`config.mk`:
```
export PLATFORM = sky130hd
export DESIGN_NAME = spc_cordic_cell
export DESIGN_NICKNAME = d
export VERILOG_FILES = /design/src/sv/scan_polar_to_cartesian_macros.svh /design/src/sv/spc_pkg.sv /design/src/sv/spc_cordic_cell.sv
export SDC_FILE = /design/constraint.sdc
export NUM_CORES = 1
export LEC_CHECK = 0
export BUFFER_PORTS_ARGS = -buffer_cell sky130_fd_sc_hd__buf_2
export CORE_UTILIZATION = 45
export CTS_CLUSTER_DIAMETER = 100
export CTS_CLUSTER_SIZE = 12
export DETAILED_ROUTE_END_ITERATION = 8
export PLACE_DENSITY = 0.8
export SKIP_LAST_GASP = 1
export SLEW_MARGIN = 20
export SYNTH_ARGS = -nofsm -noshare
export SYNTH_HDL_FRONTEND = slang
export SYNTH_SLANG_ARGS = --single-unit
```
`constraint.sdc`:
```
create_clock -name clk -period 1.8 [get_ports clk]
set_input_delay 0.18 -clock clk [delete_from_list [all_inputs] [get_ports clk]]
set_output_delay 0.18 -clock clk [all_outputs]
set_load 0.05 [all_outputs]
```
`src/sv/scan_polar_to_cartesian_macros.svh`:
```
// Assertion macros shared by the scan polar-to-Cartesian RTL.
// No dependencies; included by the modules that carry assertions.
`ifndef SCAN_POLAR_TO_CARTESIAN_MACROS_SVH
`define SCAN_POLAR_TO_CARTESIAN_MACROS_SVH

// Same-cycle implication, disabled during reset.
`define SPC_ASSERT_IMP(lbl, ck, rstn, ante, cons, msg) \
	lbl: assert property (@(posedge ck) disable iff (!rstn) (ante) |-> (cons)) \
		else $error(msg);

// Next-cycle implication, disabled during reset.
`define SPC_ASSERT_NXT(lbl, ck, rstn, ante, cons, msg) \
	lbl: assert property (@(posedge ck) disable iff (!rstn) (ante) |=> (cons)) \
		else $error(msg);

`endif

```
`src/sv/spc_pkg.sv`:
```
// Shared constants, types and CORDIC tables for the scan polar-to-Cartesian block.
// No dependencies.
package spc_pkg;

	localparam int RANGE_BITS_DEF = 16;
	localparam int ANGLE_BITS_DEF = 16;

	// config port
	localparam int CFG_BITS     = 16;
	localparam int CFG_IDX_BITS = 1;
	localparam logic [CFG_IDX_BITS-1:0] REG_START_ANGLE = 1'd0;
	localparam logic [CFG_IDX_BITS-1:0] REG_ANGLE_STEP  = 1'd1;

	// CORDIC datapath, Q3.30 vectors, angles in 32-bit turn units
	localparam int CORDIC_STEPS = 30;
	localparam int XY_BITS      = 33;
	localparam int Z_BITS       = 32;
	localparam int TRIG_BITS    = 32;
	localparam int FRAC_BITS    = 30;

	localparam logic signed [XY_BITS-1:0]   X_INIT       = 33'sh0_26DD_3B6A;
	localparam logic signed [TRIG_BITS-1:0] TRIG_ONE     = 32'sh4000_0000;
	localparam logic signed [Z_BITS-1:0]    QUARTER_TURN = 32'sh4000_0000;

	localparam logic [Z_BITS-1:0] ATAN_TURN [CORDIC_STEPS] = '{
		32'h20000000, 32'h12E4051E, 32'h09FB385B, 32'h051111D4, 32'h028B0D43,
		32'h0145D7E1, 32'h00A2F61E, 32'h00517C55, 32'h0028BE53, 32'h00145F2F,
		32'h000A2F98, 32'h000517CC, 32'h00028BE6, 32'h000145F3, 32'h0000A2FA,
		32'h0000517D, 32'h000028BE, 32'h0000145F, 32'h00000A30, 32'h00000518,
		32'h0000028C, 32'h00000146, 32'h000000A3, 32'h00000051, 32'h00000029,
		32'h00000014, 32'h0000000A, 32'h00000005, 32'h00000003, 32'h00000001
	};

	// per-stage control carried down the chain
	typedef struct packed {
		logic valid;
		logic flip;
	} spc_ctl_t;

endpackage

```
`src/sv/spc_cordic_cell.sv`:
```
// One CORDIC rotation cell: a single micro-rotation by a fixed shift.
// Depends on spc_pkg.
module spc_cordic_cell #(
	parameter int RANGE_BITS = spc_pkg::RANGE_BITS_DEF,
	parameter int STEP       = 0
) (
	input  logic                               clk,
	input  logic                               arst_n,
	input  logic                               adv,
	input  spc_pkg::spc_ctl_t                  ctl_i,
	input  logic signed [spc_pkg::XY_BITS-1:0] x_i,
	input  logic signed [spc_pkg::XY_BITS-1:0] y_i,
	input  logic [spc_pkg::Z_BITS-1:0]         z_i,
	input  logic [RANGE_BITS-1:0]              range_i,
	output spc_pkg::spc_ctl_t                  ctl_s1,
	output logic signed [spc_pkg::XY_BITS-1:0] x_s1,
	output logic signed [spc_pkg::XY_BITS-1:0] y_s1,
	output logic [spc_pkg::Z_BITS-1:0]         z_s1,
	output logic [RANGE_BITS-1:0]              range_s1
);

	logic signed [spc_pkg::XY_BITS-1:0] x_sh;
	logic signed [spc_pkg::XY_BITS-1:0] y_sh;
	logic                               ccw;

	// floor shifts
	assign x_sh = x_i >>> STEP;
	assign y_sh = y_i >>> STEP;
	assign ccw  = !z_i[spc_pkg::Z_BITS-1];

	always_ff @(posedge clk or negedge arst_n) begin
		if (!arst_n) begin
			ctl_s1 <= '0;
		end else if (adv) begin
			ctl_s1 <= ctl_i;
		end
	end

	always_ff @(posedge clk) begin
		if (adv) begin
			if (ccw) begin
				x_s1 <= x_i - y_sh;
				y_s1 <= y_i + x_sh;
				z_s1 <= z_i - spc_pkg::ATAN_TURN[STEP];
			end else begin
				x_s1 <= x_i + y_sh;
				y_s1 <= y_i - x_sh;
				z_s1 <= z_i + spc_pkg::ATAN_TURN[STEP];
			end
			range_s1 <= range_i;
		end
	end

endmodule

```
==> impl_results.md <==
- Dominant cells by area after synthesis: edfxtp_1 (37%), ha_1 (13%), a21oi_1 (5.7%)
- Antenna violations before repair: 2
- Num ports: 235
- Post-synth top area share: 0.374
- Area grow syn2layout: 71.4%
- Asr flop ratio synth: 0.0174
- Place WS: -1.07 ns
- Mapped Cells: 975
- Final min period: 2.38 ns
- Hold wc startpoint: z_i[29]
- CP Max Fanout: 4
- Total CTS buffers: 17
- Relative slew slack: 0.616
- Initial Utilization: 0.463
- Seq/Total Area, Yosys: 0.380
- Pin count of the biggest net entering global routing: 83
- Placed Instances: 1712
- Gp weighted congestion: 0.966
- Kind of end point of the critical path: register
- Commonest non-fill, non-tap cell in the layout: buf_4
- Layout cells sized above 1: 0.515
- # fillers: 1176
- Worst endpoint required time: 1.97 ns
- Clock Latency Late Sink: 0.41 ns
- GR Overflow Total: 0
- Synthesis-stage register bit count: 115
- RR Startpoint: ctl_s1[1]$_DFFE_PN0P_
- Die W: 144 µm
- Drt pass-1 iters: 6
- Finished layout cell area: 15500 µm²
- Max Buffers Root-to-Sink: 2
- Most frequent cells in the layout: buf_4 (293), buf_2 (222), edfxtp_1 (113)
- Syn_nets: 1194
- Synth cell types: 74
- EDFF count, synth: 113
- Syn avg cell area: 9.30 µm²
- Core Region: 19600 µm²
- Unrepaired setup endpoints after global routing: true
- Synth warn: 0
- Non-filler cells, final: 1837
- Max frequency: 420 MHz
- Final setup margin: -0.583 ns
- Final Max Slew Viols: 0
- Drt total wl: 37600 µm
- Failing checks: negative setup slack
- Residual DRC: 0
- Worst hold slack: 0.0528 ns
- Post-Syn Area: 9070 µm²
- Number of global-route vias before repair: 9871
- Htree depth: 4
- Drt first-iter violations: 922
- Ys flop type: edfxtp_1
- Max cap viols: 0
- CP Class: input pin to register
- IO Port Bufs: 234
- Antenna Cells: 0
- Worst EP arrival: 2.55 ns
- CTS Sinks: 115
- Slew @ Worst Pin: 0.574 ns
- Vias per inst: 5.68
- CTS tree: yes
- Clock skew: 0 ns
- Critical Path Source Type: input pin
- Critical path origin: y_i[0]
- Area after DPL: 13000 µm²
- Final nets: 1778
- Via count: 10430
- Leak: 7.05 nW
- Hold Crit Class: input pin to register
- Pwr/cell area: 816 nW/µm²
- Worst IR Drop VDD: 0.643 mV
- GRT Util Overall: 0.338
- Reg-to-reg slack, setup: 0.99 ns
- Row count: 51
- Die area: 20700 µm²
- Status: finished, violations left
- Worst-path clk slew: 0.05 ns
- Tcrit/Tclk final: 1.32
- Global-route wire length before repair: 52700 µm
- Final Hold Viols: 0
- Wire per inst: 20.5 µm
- DIE HEIGHT: 144 µm
- # setup viols final: 49
- Root buffer cell: clkbuf_16
- Util after Layout: 0.793
- Hpwl dp: 25400 µm
- Post-synth top area cell: edfxtp_1
- Post-DRT Antenna Nets: 0
[per-stage QoR]
step           TNS, ns  total power [mW]
2_1_floorplan   -15.57              6.59
3_3_place_gp    -39.65              8.39
3_5_place_dp    -41.55              8.47
4_1_cts         -14.52              12.1
5_1_grt         -20.38              13.1
6_report        -17.69              12.7
[kinds of logic after synthesis]
kind of cell | share of synthesized area
compound gates | 0.204
mux | 0.0226
buf+inv | 0.0664
xor+xnor | 0.0609
flops | 0.380
simple gates | 0.125
fa+ha+maj | 0.141
[power by group]
part / internal (mW) / switching, mW / total [mW]
Combinational: 2.27 / 3.55 / 5.83
Sequential: 3.42 / 0.156 / 3.57
Clock: 2.06 / 1.22 / 3.29
[critical path, cell delays in order]
cell	delay (ns)
buf_12	0.11
ha_4	0.16
fa_2	0.35
nor2b_4	0.15
o211ai_1	0.21
and3_4	0.24
o311a_4	0.21
o21bai_4	0.09
a31o_4	0.26
a31o_4	0.21
mux2_4	0.27
xnor2_1	0.12
[area by class of cell]
type | instances | area [µm²] | share of cell area
multi-input cells | 711 | 6300 | 0.406
well taps | 265 | 332 | 0.0213
flip-flops and latches | 115 | 3440 | 0.222
clock inverters | 10 | 113 | 0.00725
inverters | 104 | 485 | 0.0312
clock buffers | 22 | 454 | 0.0292
repair buffers | 610 | 4410 | 0.284
[cell usage after synthesis, types with 3 or more instances]
| cell type | instances |
|---|---|
| nand3_1 | 12 |
| a31oi_1 | 8 |
| a211oi_1 | 8 |
| nor2b_1 | 11 |
| mux2i_1 | 16 |
| nor2_1 | 93 |
| and3_1 | 4 |
| nor4_1 | 8 |
| and2_1 | 8 |
| o21ai_1 | 4 |
| a21o_1 | 15 |
| o41ai_1 | 3 |
| nand2_1 | 51 |
| edfxtp_1 | 113 |
| o31ai_1 | 6 |
| inv_1 | 100 |
| o21ai_0 | 59 |
| fa_1 | 4 |
| clkbuf_1 | 28 |
| mux2_2 | 4 |
| buf_2 | 9 |
| o21bai_1 | 15 |
| o21ai_2 | 4 |
| a21oi_1 | 104 |
| o21a_1 | 3 |
| a31o_2 | 7 |
| buf_6 | 3 |
| nand2b_1 | 7 |
| nor3_1 | 10 |
| nand4_1 | 13 |
| o211ai_1 | 10 |
| clkinv_1 | 3 |
| xnor2_1 | 57 |
| xor2_1 | 6 |
| nand3b_1 | 3 |
| a221o_1 | 4 |
| or2_2 | 6 |
| or3_1 | 8 |
| ha_1 | 96 |
| or4_1 | 5 |
[repair_timing]
action,CTS,global route
endpoints found under the setup margin,52,52
pin swaps,82,99
hold buffers,48,0
hold endpoints to repair,49,0
buffers inserted,34,27
gates resized for setup,123,130
[layer usage]
layer  global-route usage  share of wire  vias to the layer above
met5                    0        0.00021                        -
met4                0.133          0.036                        2
met2                0.556           0.47                      674
met1                0.439           0.40                     4988
li1                     -              -                     4637
met3               0.0593          0.095                      129
[final timing paths]
| check | to | depth (start not counted) |
|---|---|---|
| hold / removal | z_s1[29]$_DFFE_PP_ | 2 |
| min in group asynchronous | ctl_s1[1]$_DFFE_PN0P_ | 2 |
| max in group asynchronous | ctl_s1[0]$_DFFE_PN0P_ | 2 |
| setup / recovery | y_s1[26]$_DFFE_PP_ | 12 |
| hold reg to reg | ctl_s1[0]$_DFFE_PN0P_ | 1 |
| setup reg to reg | ctl_s1[1]$_DFFE_PN0P_ | 1 |
[sequential cells by signal, indices dropped and copies added (netlist names)]
register	cells
x_s1	33
range_s1	16
z_s1	32
y_s1	32
ctl_s1	2
Note: power is estimated with default switching activity, not from simulation.
