--- src/sv/scan_polar_to_cartesian_macros.svh ---
// Assertion macros shared by the scan polar-to-Cartesian RTL.
// No dependencies; included by the modules that carry assertions.
`ifndef SCAN_POLAR_TO_CARTESIAN_MACROS_SVH
`define SCAN_POLAR_TO_CARTESIAN_MACROS_SVH

// Same-cycle implication, disabled during reset.
`define SPC_ASSERT_IMP(lbl, ck, rstn, ante, cons, msg) \
	lbl: assert property (@(posedge ck) disable iff (!rstn) (ante) |-> (cons)) \
		else $error(msg);

// Next-cycle implication, disabled during reset.
`define SPC_ASSERT_NXT(lbl, ck, rstn, ante, cons, msg) \
	lbl: assert property (@(posedge ck) disable iff (!rstn) (ante) |=> (cons)) \
		else $error(msg);

`endif

--- src/sv/spc_pkg.sv ---
// Shared constants, types and CORDIC tables for the scan polar-to-Cartesian block.
// No dependencies.
package spc_pkg;

	localparam int RANGE_BITS_DEF = 16;
	localparam int ANGLE_BITS_DEF = 16;

	// config port
	localparam int CFG_BITS     = 16;
	localparam int CFG_IDX_BITS = 1;
	localparam logic [CFG_IDX_BITS-1:0] REG_START_ANGLE = 1'd0;
	localparam logic [CFG_IDX_BITS-1:0] REG_ANGLE_STEP  = 1'd1;

	// CORDIC datapath, Q3.30 vectors, angles in 32-bit turn units
	localparam int CORDIC_STEPS = 30;
	localparam int XY_BITS      = 33;
	localparam int Z_BITS       = 32;
	localparam int TRIG_BITS    = 32;
	localparam int FRAC_BITS    = 30;

	localparam logic signed [XY_BITS-1:0]   X_INIT       = 33'sh0_26DD_3B6A;
	localparam logic signed [TRIG_BITS-1:0] TRIG_ONE     = 32'sh4000_0000;
	localparam logic signed [Z_BITS-1:0]    QUARTER_TURN = 32'sh4000_0000;

	localparam logic [Z_BITS-1:0] ATAN_TURN [CORDIC_STEPS] = '{
		32'h20000000, 32'h12E4051E, 32'h09FB385B, 32'h051111D4, 32'h028B0D43,
		32'h0145D7E1, 32'h00A2F61E, 32'h00517C55, 32'h0028BE53, 32'h00145F2F,
		32'h000A2F98, 32'h000517CC, 32'h00028BE6, 32'h000145F3, 32'h0000A2FA,
		32'h0000517D, 32'h000028BE, 32'h0000145F, 32'h00000A30, 32'h00000518,
		32'h0000028C, 32'h00000146, 32'h000000A3, 32'h00000051, 32'h00000029,
		32'h00000014, 32'h0000000A, 32'h00000005, 32'h00000003, 32'h00000001
	};

	// per-stage control carried down the chain
	typedef struct packed {
		logic valid;
		logic flip;
	} spc_ctl_t;

endpackage

--- src/sv/spc_angle.sv ---
// Config registers, beam angle accumulator and CORDIC pre-rotation stage.
// Depends on spc_pkg and scan_polar_to_cartesian_macros.svh.
`include "scan_polar_to_cartesian_macros.svh"

module spc_angle #(
	parameter int RANGE_BITS = spc_pkg::RANGE_BITS_DEF,
	parameter int ANGLE_BITS = spc_pkg::ANGLE_BITS_DEF
) (
	input  logic                              clk,
	input  logic                              arst_n,
	input  logic                              adv,
	input  logic                              accept,
	input  logic [RANGE_BITS-1:0]             range_sample,
	input  logic                              first_of_scan,
	input  logic                              wr_en,
	input  logic [spc_pkg::CFG_IDX_BITS-1:0]  wr_index,
	input  logic [spc_pkg::CFG_BITS-1:0]      wr_data,
	output spc_pkg::spc_ctl_t                 ctl_s0,
	output logic [spc_pkg::Z_BITS-1:0]        z_s0,
	output logic [RANGE_BITS-1:0]             range_s0
);

	logic [ANGLE_BITS-1:0]          start_q;
	logic [ANGLE_BITS-1:0]          step_q;
	logic [ANGLE_BITS-1:0]          beam_q;
	logic [ANGLE_BITS-1:0]          ang;
	logic [ANGLE_BITS-1:0]          wr_angle;
	logic [spc_pkg::Z_BITS-1:0]     turn;
	logic                           flip;
	logic [spc_pkg::Z_BITS-1:0]     z_init;

	// 16-bit register value, sign extended then wrapped to the angle width
	assign wr_angle = ANGLE_BITS'($signed(wr_data));
	assign ang      = first_of_scan ? start_q : beam_q;

	// scale to 32 bits per turn; left half plane gets turned by half a turn
	assign turn   = spc_pkg::Z_BITS'(ang) << (spc_pkg::Z_BITS - ANGLE_BITS);
	assign flip   = turn[spc_pkg::Z_BITS-1] ^ turn[spc_pkg::Z_BITS-2];
	assign z_init = {turn[spc_pkg::Z_BITS-1] ^ flip, turn[spc_pkg::Z_BITS-2:0]};

	always_ff @(posedge clk or negedge arst_n) begin
		if (!arst_n) begin
			start_q <= '0;
			step_q  <= '0;
			beam_q  <= '0;
		end else begin
			if (wr_en) begin
				case (wr_index)
					spc_pkg::REG_START_ANGLE: start_q <= wr_angle;
					spc_pkg::REG_ANGLE_STEP:  step_q  <= wr_angle;
					default: ;
				endcase
			end
			if (accept) begin
				beam_q <= ang + step_q;
			end
		end
	end

	always_ff @(posedge clk or negedge arst_n) begin
		if (!arst_n) begin
			ctl_s0 <= '0;
		end else if (adv) begin
			ctl_s0.valid <= accept;
			ctl_s0.flip  <= flip;
		end
	end

	always_ff @(posedge clk) begin
		if (adv) begin
			z_s0     <= z_init;
			range_s0 <= range_sample;
		end
	end

	`SPC_ASSERT_NXT(a_scan_restart, clk, arst_n, accept && first_of_scan,
		beam_q == $past(start_q + step_q), "beam angle not restarted from start angle")
	`SPC_ASSERT_IMP(a_z_in_right_half, clk, arst_n, ctl_s0.valid,
		($signed(z_s0) >= -spc_pkg::QUARTER_TURN) && ($signed(z_s0) < spc_pkg::QUARTER_TURN),
		"pre-rotated angle outside right half plane")

endmodule

--- config.mk ---
export PLATFORM = sky130hd
export DESIGN_NAME = spc_angle
export DESIGN_NICKNAME = d
export VERILOG_FILES = /design/src/sv/spc_pkg.sv /design/src/sv/spc_angle.sv
export VERILOG_INCLUDE_DIRS = /design/src /design/src/sv
export SDC_FILE = /design/constraint.sdc
export NUM_CORES = 1
export LEC_CHECK = 0
export BUFFER_PORTS_ARGS = -buffer_cell sky130_fd_sc_hd__buf_2
export CAP_MARGIN = 20
export CORE_MARGIN = 2
export CORE_UTILIZATION = 50
export DETAILED_ROUTE_END_ITERATION = 6
export GPL_TIMING_DRIVEN = 0
export PLACE_DENSITY_LB_ADDON = 0.05
export SETUP_SLACK_MARGIN = 0.4
export SLEW_MARGIN = 20
export SYNTH_ARGS = -nofsm -noshare
export SYNTH_HDL_FRONTEND = slang
export SYNTH_SLANG_ARGS = --single-unit
--- constraint.sdc ---
create_clock -name clk -period 3.9 [get_ports clk]
set_input_delay 0.39 -clock clk [delete_from_list [all_inputs] [get_ports clk]]
set_output_delay 0.39 -clock clk [all_outputs]
set_load 0.02 [all_outputs]
==> results by group <==
Placed design
  • HPWL Detailed: 5366 um
  • Port bufs: 71
  • RePlAce Congestion: 0.8581
  • Dpl cells: 481

Critical path
  • Worst setup EP type: flop
  • CP Max Fanout: 10
  • Critical Path RT: 4110 ps
  • R2r endpoint: beam_q[12]$_DFFE_PN0P_
  • Reg-to-Reg Start: beam_q[0]$_DFFE_PN0P_
  • Critical Path Slowest Stage Cell: buf_1
  • Startpoint Class: primary input
  • Reg2reg setup slack: 1350 ps
  • Cell Chain, Critical Path: buf_2, buf_1, mux2_2, ha_1, inv_1, fa_1, and2b_4, o2111ai_2, a211oi_2, a2111o_1, o221ai_1
  • Max incr delay on CP: 600 ps
  • R2R depth: 9
  • Worst EP arrival: 3440 ps
  • Crit Path Class: primary input to flop

Yosys
  • Mapped Cells: 293
  • Flops & latches, synth: 81
  • Simple-gate share of the synthesized area: 5.860%
  • Post-synthesis sequential area ratio: 55.54%
  • Post-synthesis area per instance: 13.41 sq um
  • Post-synthesis mux area share: 16.24%
  • Complex-gate fraction of the synthesized area: 9.841%
  • Synth Area in XOR/XNOR: 2.006%
  • Cell variety after synth: 51
  • Combinational family with the most area after synthesis: multiplexers
  • Mapped Area: 0.003929 sq mm
  • Predominant post-synthesis flop cell: dfrtp_1
  • Ys async rst share: 61.73%
  • Synth Area in Adders: 5.287%
  • Post-synth EDFFs: 31
  • Syn. warnings: 0

Timing
  • WHS: 52.72 ps
  • Max Fclk: 309.4 MHz
  • Final min period: 3232 ps
  • Final Slew Violations: 0
  • Clock Skew: 8.615 ps
  • Final setup fails: 0
  • Setup TNS: 0 ps
  • Final Cycle Share: 82.87%
  • Worst-Margin Slew: 765.9 ps
  • Fin. Hold Viols: 0
  • RSZ-0062 raised after global routing: no
  • Worst slew margin: 48.94%

Clock tree
  • Clock Path Buffers: 2
  • Clk slew on worst S/H paths: 80 ps
  • CTS Hold Bufs: 0
  • Number of gates resized after cts: 0
  • Cts bufs inserted: 9
  • Clock Sinks: 81
  • Htree depth: 3
  • Latest clock arrival within the worst-skew pair: 360 ps
  • CTS tree: done
  • CTS root buf: clkbuf_8
  • Post-CTS Setup Inserts: 0

Drt
  • Via count: 2556
  • WL/cell: 15.49 um
  • First drt pass iteration count: 6
  • Drt drc: 0
  • Initial DRC count: 173
  • Final WL: 7697 um
  • Final ANT Viol Nets: 0
  • Via density: 5.143

Pwr
  • Leakage: 2.073 nW
  • Max VDD drop: 0.3014 mV
  • Sequential share of power: 40.2%
  • Switching power total: 984.1 uW
  • Comb pwr share: 36.2%
  • Sw Ratio: 33.85%
  • Clock share of power: 23.6%
  • Cell Int Power: 1.923 mW
  • Power per cell area: 619.0 mW/mm^2
  • Overall power: 2.907 mW

Cells and area
  • Share of cells above drive strength 1: 44.56%
  • Register Area: 0.002182 sq mm
  • Most frequent cells in the layout: buf_2 (72), mux2_2 (54), dfrtp_1 (50)
  • Layout area overhead: 19.52%
  • Area occupied by multi-input gates: 0.001602 sq mm
  • Non-filler instance count after layout: 497
  • Final core utilization: 61.08%
  • Diodes inserted: 0
  • Commonest non-fill, non-tap cell in the layout: buf_2
  • Final nets: 445
  • Layout fillers: 650

Die
  • Cell Rows: 32
  • Die Wd: 92.64 um
  • Core area: 0.007687 sq mm
  • Initial core utilization: 51.11%
  • # IOs: 89
  • Die Area: 0.008582 sq mm
  • Die height: 92.64 um

Global routing
  • First-pass GRT wire length: 12750 um
  • Initial antenna violation count: 0
  • Vias in the first global route: 2528
  • Total gr overflow: 0
  • Pin count of the biggest net entering global routing: 51
  • Gr usage total: 19.60%

Job
  • Total of max-cap violations: 0

Outcome
  • Status: finished clean

Hold path
  • Worst min path class: primary input to async pin
[cell type report]
cell class	instances	share of cell area, %
Inverter	8	0.6395
Clock buffer	9	2.638
Buffer	25	3.650
Sequential cell	81	46.47
Clock inverter	7	2.158
Timing Repair Buffer	71	7.621
Tap cell	102	2.718
Multi-Input combinational cell	194	34.11
[state kept, by name, summed over array words and instances (netlist names)]
register	cells
beam_q	16
start_q	16
step_q	16
z_s0	15
ctl_s0	2
range_s0	16
[logic make-up after synthesis]
logic type	after synthesis
AND/OR/NAND/NOR	45
flip-flops	81
other	1
AO/OA/AOI/OAI	51
adder cells (fa/ha/maj)	16
multiplexers	57
XOR/XNOR	9
buffers and inverters	33
[layer usage]
metal | GRT usage (%) | vias up | part of all wire, %
met5 | 0 | - | 0
met2 | 30.29 | 88 | 45
met1 | 27.12 | 1217 | 47
li1 | - | 1240 | -
met4 | 7.353 | 0 | 1.5
met3 | 4.638 | 11 | 6.5
[through the flow]
| stage | setup WS (ps) | cell area, sq um |
|---|---|---|
| finish | 667.9 | 4696 |
| global route | 467.9 | 4696 |
| detailed placement | 300.8 | 4471 |
| floorplan | 982.6 | 3985 |
| CTS | 675.6 | 4696 |
| global placement | 332.3 | 4468 |
[worst max-delay path: cells and delay by family]
kind / cells / cell delay, ps
buf+inv: 3 / 910
fa+ha+maj: 2 / 600
simple gates: 1 / 280
mux: 1 / 300
compound gates: 4 / 940
[cells in the mapped netlist, types with 3 or more instances]
master | number | share of area, %
a211oi_1 | 3 | 0.57
a21o_1 | 3 | 0.57
a21oi_1 | 11 | 1.4
buf_4 | 18 | 3.4
dfrtp_1 | 50 | 32
edfxtp_1 | 31 | 24
ha_1 | 15 | 4.8
inv_1 | 7 | 0.67
mux2_2 | 54 | 15
mux2i_1 | 3 | 0.76
nand2_1 | 20 | 1.9
nand3_1 | 7 | 0.89
nor2_1 | 5 | 0.48
nor3_1 | 3 | 0.38
o21a_1 | 5 | 0.96
o21ai_0 | 6 | 0.76
o31ai_1 | 3 | 0.57
xnor2_1 | 6 | 1.3
xor2_1 | 3 | 0.67
[power by group through the flow]
stage                     Combinational, mW  Sequential [mW]  Clock (mW)
after floorplan                       0.748             1.24           0
after global placement                 1.04             1.18           0
after detailed placement               1.04             1.19           0
after CTS                              1.05             1.17       0.703
after global routing                   1.17             1.19       0.742
final                                  1.05             1.17       0.685
[how the worst max path moves through the flow]
stage,startpoint,end,slack (ps)
after CTS,first_of_scan,beam_q[12]$_DFFE_PN0P_,680
after floorplan,first_of_scan,beam_q[14]$_DFFE_PN0P_,980
after global placement,first_of_scan,beam_q[12]$_DFFE_PN0P_,330
after global routing,first_of_scan,beam_q[12]$_DFFE_PN0P_,470
after detailed placement,first_of_scan,beam_q[12]$_DFFE_PN0P_,300
final,first_of_scan,beam_q[12]$_DFFE_PN0P_,670
Power figures use the tool's default switching activity.
