$ cat config.mk
export PLATFORM = sky130hd
export DESIGN_NAME = spc_scale
export DESIGN_NICKNAME = d
export VERILOG_FILES = /design/src/sv/spc_pkg.sv /design/src/sv/spc_scale.sv
export VERILOG_INCLUDE_DIRS = /design/src /design/src/sv
export SDC_FILE = /design/constraint.sdc
export NUM_CORES = 2
export LEC_CHECK = 0
export BUFFER_PORTS_ARGS = -buffer_cell sky130_fd_sc_hd__buf_2
export CAP_MARGIN = 20
export CELL_PAD_IN_SITES_DETAIL_PLACEMENT = 1
export CELL_PAD_IN_SITES_GLOBAL_PLACEMENT = 1
export CORE_MARGIN = 2
export CORE_UTILIZATION = 26
export DETAILED_ROUTE_END_ITERATION = 6
export PLACE_DENSITY_LB_ADDON = 0.1
export SYNTH_ARGS = -nofsm -noshare
export SYNTH_HDL_FRONTEND = slang
export SYNTH_SLANG_ARGS = --single-unit
$ cat constraint.sdc
create_clock -name clk -period 7.8 [get_ports clk]
set_input_delay 0.78 -clock clk [delete_from_list [all_inputs] [get_ports clk]]
set_output_delay 0.78 -clock clk [all_outputs]
set_load 0.03 [all_outputs]
$ cat src/sv/scan_polar_to_cartesian_macros.svh
// Assertion macros shared by the scan polar-to-Cartesian RTL.
// No dependencies; included by the modules that carry assertions.
`ifndef SCAN_POLAR_TO_CARTESIAN_MACROS_SVH
`define SCAN_POLAR_TO_CARTESIAN_MACROS_SVH

// Same-cycle implication, disabled during reset.
`define SPC_ASSERT_IMP(lbl, ck, rstn, ante, cons, msg) \
	lbl: assert property (@(posedge ck) disable iff (!rstn) (ante) |-> (cons)) \
		else $error(msg);

// Next-cycle implication, disabled during reset.
`define SPC_ASSERT_NXT(lbl, ck, rstn, ante, cons, msg) \
	lbl: assert property (@(posedge ck) disable iff (!rstn) (ante) |=> (cons)) \
		else $error(msg);

`endif

$ cat src/sv/spc_pkg.sv
// Shared constants, types and CORDIC tables for the scan polar-to-Cartesian block.
// No dependencies.
package spc_pkg;

	localparam int RANGE_BITS_DEF = 16;
	localparam int ANGLE_BITS_DEF = 16;

	// config port
	localparam int CFG_BITS     = 16;
	localparam int CFG_IDX_BITS = 1;
	localparam logic [CFG_IDX_BITS-1:0] REG_START_ANGLE = 1'd0;
	localparam logic [CFG_IDX_BITS-1:0] REG_ANGLE_STEP  = 1'd1;

	// CORDIC datapath, Q3.30 vectors, angles in 32-bit turn units
	localparam int CORDIC_STEPS = 30;
	localparam int XY_BITS      = 33;
	localparam int Z_BITS       = 32;
	localparam int TRIG_BITS    = 32;
	localparam int FRAC_BITS    = 30;

	localparam logic signed [XY_BITS-1:0]   X_INIT       = 33'sh0_26DD_3B6A;
	localparam logic signed [TRIG_BITS-1:0] TRIG_ONE     = 32'sh4000_0000;
	localparam logic signed [Z_BITS-1:0]    QUARTER_TURN = 32'sh4000_0000;

	localparam logic [Z_BITS-1:0] ATAN_TURN [CORDIC_STEPS] = '{
		32'h20000000, 32'h12E4051E, 32'h09FB385B, 32'h051111D4, 32'h028B0D43,
		32'h0145D7E1, 32'h00A2F61E, 32'h00517C55, 32'h0028BE53, 32'h00145F2F,
		32'h000A2F98, 32'h000517CC, 32'h00028BE6, 32'h000145F3, 32'h0000A2FA,
		32'h0000517D, 32'h000028BE, 32'h0000145F, 32'h00000A30, 32'h00000518,
		32'h0000028C, 32'h00000146, 32'h000000A3, 32'h00000051, 32'h00000029,
		32'h00000014, 32'h0000000A, 32'h00000005, 32'h00000003, 32'h00000001
	};

	// per-stage control carried down the chain
	typedef struct packed {
		logic valid;
		logic flip;
	} spc_ctl_t;

endpackage

$ cat src/sv/spc_scale.sv
// Unflip and clamp of cos/sin, range multiply, round toward zero, output register.
// Depends on spc_pkg and scan_polar_to_cartesian_macros.svh.
`include "scan_polar_to_cartesian_macros.svh"

module spc_scale #(
	parameter int RANGE_BITS = spc_pkg::RANGE_BITS_DEF
) (
	input  logic                               clk,
	input  logic                               arst_n,
	input  logic                               adv,
	input  spc_pkg::spc_ctl_t                  ctl_i,
	input  logic signed [spc_pkg::XY_BITS-1:0] x_i,
	input  logic signed [spc_pkg::XY_BITS-1:0] y_i,
	input  logic [RANGE_BITS-1:0]              range_i,
	output logic                               out_valid_q,
	output logic signed [RANGE_BITS:0]         x_coord_q,
	output logic signed [RANGE_BITS:0]         y_coord_q
);

	localparam int PROD_BITS = RANGE_BITS + 1 + spc_pkg::TRIG_BITS;
	localparam logic signed [PROD_BITS-1:0] ROUND_BIAS =
		PROD_BITS'((64'd1 << spc_pkg::FRAC_BITS) - 64'd1);
	localparam logic signed [spc_pkg::XY_BITS-1:0] ONE_XY =
		spc_pkg::XY_BITS'(spc_pkg::TRIG_ONE);

	logic signed [spc_pkg::XY_BITS-1:0]   cos_raw;
	logic signed [spc_pkg::XY_BITS-1:0]   sin_raw;
	logic signed [spc_pkg::XY_BITS-1:0]   cos_clamp;
	logic signed [spc_pkg::XY_BITS-1:0]   sin_clamp;
	logic                                 v_s1;
	logic                                 v_s2;
	logic signed [spc_pkg::TRIG_BITS-1:0] cos_s1;
	logic signed [spc_pkg::TRIG_BITS-1:0] sin_s1;
	logic [RANGE_BITS-1:0]                range_s1;
	logic signed [RANGE_BITS:0]           range_ext;
	logic signed [PROD_BITS-1:0]          px_s2;
	logic signed [PROD_BITS-1:0]          py_s2;
	logic signed [PROD_BITS-1:0]          px_rnd;
	logic signed [PROD_BITS-1:0]          py_rnd;

	assign cos_raw = ctl_i.flip ? -x_i : x_i;
	assign sin_raw = ctl_i.flip ? -y_i : y_i;

	always_comb begin
		cos_clamp = cos_raw;
		if (cos_raw > ONE_XY) cos_clamp = ONE_XY;
		else if (cos_raw < -ONE_XY) cos_clamp = -ONE_XY;
		sin_clamp = sin_raw;
		if (sin_raw > ONE_XY) sin_clamp = ONE_XY;
		else if (sin_raw < -ONE_XY) sin_clamp = -ONE_XY;
	end

	assign range_ext = $signed({1'b0, range_s1});

	// negative products get a bias so the shift truncates toward zero
	assign px_rnd = (px_s2 + (px_s2[PROD_BITS-1] ? ROUND_BIAS : '0)) >>> spc_pkg::FRAC_BITS;
	assign py_rnd = (py_s2 + (py_s2[PROD_BITS-1] ? ROUND_BIAS : '0)) >>> spc_pkg::FRAC_BITS;

	always_ff @(posedge clk or negedge arst_n) begin
		if (!arst_n) begin
			v_s1        <= 1'b0;
			v_s2        <= 1'b0;
			out_valid_q <= 1'b0;
		end else if (adv) begin
			v_s1        <= ctl_i.valid;
			v_s2        <= v_s1;
			out_valid_q <= v_s2;
		end
	end

	always_ff @(posedge clk) begin
		if (adv) begin
			cos_s1    <= spc_pkg::TRIG_BITS'(cos_clamp);
			sin_s1    <= spc_pkg::TRIG_BITS'(sin_clamp);
			range_s1  <= range_i;
			px_s2     <= range_ext * cos_s1;
			py_s2     <= range_ext * sin_s1;
			x_coord_q <= px_rnd[RANGE_BITS:0];
			y_coord_q <= py_rnd[RANGE_BITS:0];
		end
	end

	`SPC_ASSERT_IMP(a_cos_bounded, clk, arst_n, v_s1,
		(cos_s1 <= spc_pkg::TRIG_ONE) && (cos_s1 >= -spc_pkg::TRIG_ONE),
		"cosine outside unit range after clamp")
	`SPC_ASSERT_IMP(a_sin_bounded, clk, arst_n, v_s1,
		(sin_s1 <= spc_pkg::TRIG_ONE) && (sin_s1 >= -spc_pkg::TRIG_ONE),
		"sine outside unit range after clamp")

endmodule

==> summary.md <==
| Metric | Value |
|---|---|
| Register area share after synthesis | 13.6% |
| Number of CTS-inserted buffers | 37 |
| Drt first-iter violations | 1293 |
| I/O pin total | 122 |
| CP Max Fanout | 36 |
| Max_slew headroom | 23.5% |
| Sink Count | 213 |
| HPWL after DPL | 124000 um |
| Syn Std Cell Area | 46900 um2 |
| Finished Layout Cells | 7468 |
| Core ar. | 179000 um2 |
| Critical path type | reg2reg |
| Final Hold Vio Count | 0 |
| Largest net degree at the start of global routing | 124 |
| Final ANT Viol Nets | 0 |
| Pins Over Slew Limit | 0 |
| Final wirelength | 153000 um |
| Placed insts | 7379 |
| Mapped Avg Cell Area | 9.36 um2 |
| Worst clock skew | 0.0312 ns |
| Mapped Cells | 5012 |
| Drt first pass iters | 5 |
| # DRC | 0 |
| Unrepaired setup endpoints after global routing | no |
| Number of fill cells | 20701 |
| Clk buf depth | 3 |
| Worst setup EP type | register |
| Arrival time worst endpoint | 7.78 ns |
| Vias in the first global route | 38298 |
| Starting Density | 26.2% |
| Actual slew at the worst max-slew pin | 1.15 ns |
| Setup Viol. Count Final | 0 |
| Outcome | finished, final reports clean |
| Hold Path Class | in2reg |
| Vias/cell | 4.48 |
| Hold Worst Slack | 0.336 ns |
| Antenna violations before repair | 24 |
| DR vias | 33453 |
| Clk_lat worst skew | 0.63 ns |
| Number of H-tree levels | 2 |
| Root Buffer | clkbuf_16 |
| Avg WL per Cell | 20.4 um |
| First-pass GRT wire length | 237000 um |
| Synth Flop Type | edfxtp_1 |
| Number of synthesized flops with an enable pin | 210 |
| Rows | 155 |
| Die Wd | 429 um |
| Async set-reset flop share out of synthesis | 1.41% |
| GRT Overall Usage | 17.0% |
| Synth warn | 0 |
| Required @ worst endpoint | 8.15 ns |
| Net Count, Synth | 6373 |
| Worst Setup Start Kind | register |
| Area delta synth->final | 11.0% |
| Final RePlAce weighted congestion | 0.783 |
| Worst-path clk slew | 0.05 ns |
| FF+latch count, synth | 213 |
| Fin nets | 6445 |
| Max-cap violations | 0 |
| I/O Buffers | 121 |
| Gr ovfl total | 0 |
| Final Critical Period | 7.43 ns |
| Fmax | 0.135 GHz |
| Die footprint | 184000 um2 |
| Synth cell types | 76 |
| Most frequent cells in the layout | inv_1 (1146), fa_1 (978), nand2_1 (659) |
| CTS tree | done |
| Share of cells above drive strength 1 | 6.60% |
| DIE HEIGHT | 429 um |
| Commonest non-fill, non-tap cell in the layout | inv_1 |
| Final period util | 95.3% |
-- sequential cells by signal, indices dropped and copies added, names as in the netlist --
signal and flops:
cos_s1 32, y_coord_q 17, out_valid_q 1, v_s2 1, range_s1 16, px_s2 48
v_s1 1, py_s2 48, x_coord_q 17, sin_s1 32
-- through the flow --
step | cell area [um2] | setup TNS, ns | setup slack (ns) | util (%)
global route | 52100 | 0 | 0.00357 | 29.1
detailed placement | 50700 | 0 | 0.0935 | 28.4
floorplan | 46900 | 0 | 1.32 | -
CTS | 51900 | 0 | 0.0359 | 29.0
finish | 52100 | 0 | 0.368 | 29.1
global placement | 50700 | -0.0215 | -0.0215 | 28.4
-- critical path, cell delays in order (launching register included) --
cell      delay, ns
edfxtp_1       0.37
buf_12         0.26
buf_4          0.24
nand2_1        0.08
fa_1           0.47
fa_1           0.58
inv_1          0.05
ha_1           0.18
fa_1           0.49
fa_1           0.55
inv_1          0.05
fa_1           0.48
inv_1          0.04
ha_1           0.35
a211o_1        0.28
o31ai_1        0.50
nand2_1        0.24
a31oi_1        0.45
a41oi_1        0.40
a21o_1         0.31
a41o_1         0.29
o41ai_1        0.33
xnor2_1        0.11
-- layout make-up --
type	instances	area (um2)	area share (%)
diodes	9	22.5	0.0432
clock inverters	18	196	0.377
repair buffers	260	1920	3.69
inverters	1147	4310	8.27
multi-input cells	3425	35400	67.9
clock buffers	41	941	1.81
flip-flops and latches	213	6380	12.3
well taps	2355	2950	5.66
-- worst paths after layout --
kind                                        from                       to  slack [ns]  cells after the start
setup / recovery           range_s1[4]$_DFFE_PP_      px_s2[43]$_DFFE_PP_        0.37                     22
hold / removal                       range_i[12]   range_s1[12]$_DFFE_PP_        0.34                      1
setup reg to reg           range_s1[4]$_DFFE_PP_      px_s2[43]$_DFFE_PP_        0.37                     22
hold reg to reg                 v_s1$_DFFE_PN0P_         v_s2$_DFFE_PN0P_        0.50                      1
max in group asynchronous                 arst_n  out_valid_q$_DFFE_PN0P_        7.21                      2
min in group asynchronous                 arst_n         v_s1$_DFFE_PN0P_        0.49                      2
-- cells in the mapped netlist (77+ instances only) --
cell type	count	share of area, %
inv_1	1146	9.2
fa_1	978	42
nand2_1	659	5.3
and2_1	462	6.2
ha_1	296	7.9
clkbuf_1	218	1.7
edfxtp_1	210	13
nor2_1	150	1.2
a21oi_1	118	1.3
xnor2_1	108	2.0
a21o_1	86	1.4
o21ai_0	84	0.90
xor2_1	77	1.4
-- layer usage --
metal,wire length [um],GRT usage (%),part of all wire [%],up-vias
met2,77600,30.4,51,302
met5,62,0,0.041,-
met3,3720,1.92,2.4,128
met4,3000,3.66,2.0,10
li1,-,-,-,15324
met1,68100,22.1,45,17689
-- kinds of logic (layout without fill, tap and decap cells) --
family	Yosys count	in the layout	synth area share [%]
fa+ha+maj	1274	1274	49.6
mux	11	11	0.253
buf+inv	1374	1466	11.1
xor+xnor	185	185	3.45
compound gates	455	455	6.44
simple gates	1500	1500	15.6
flops	213	213	13.6
other cells	0	9	0
-- what timing repair did --
item,in CTS,in global routing
setup endpoints to repair,0,12
resized for setup,0,3
hold endpoints to repair,3,0
hold buffers,1,0
setup buffers,0,19
Power is not shown: default switching activity piles up to over one toggle a cycle in this logic, so the estimate is an artifact.
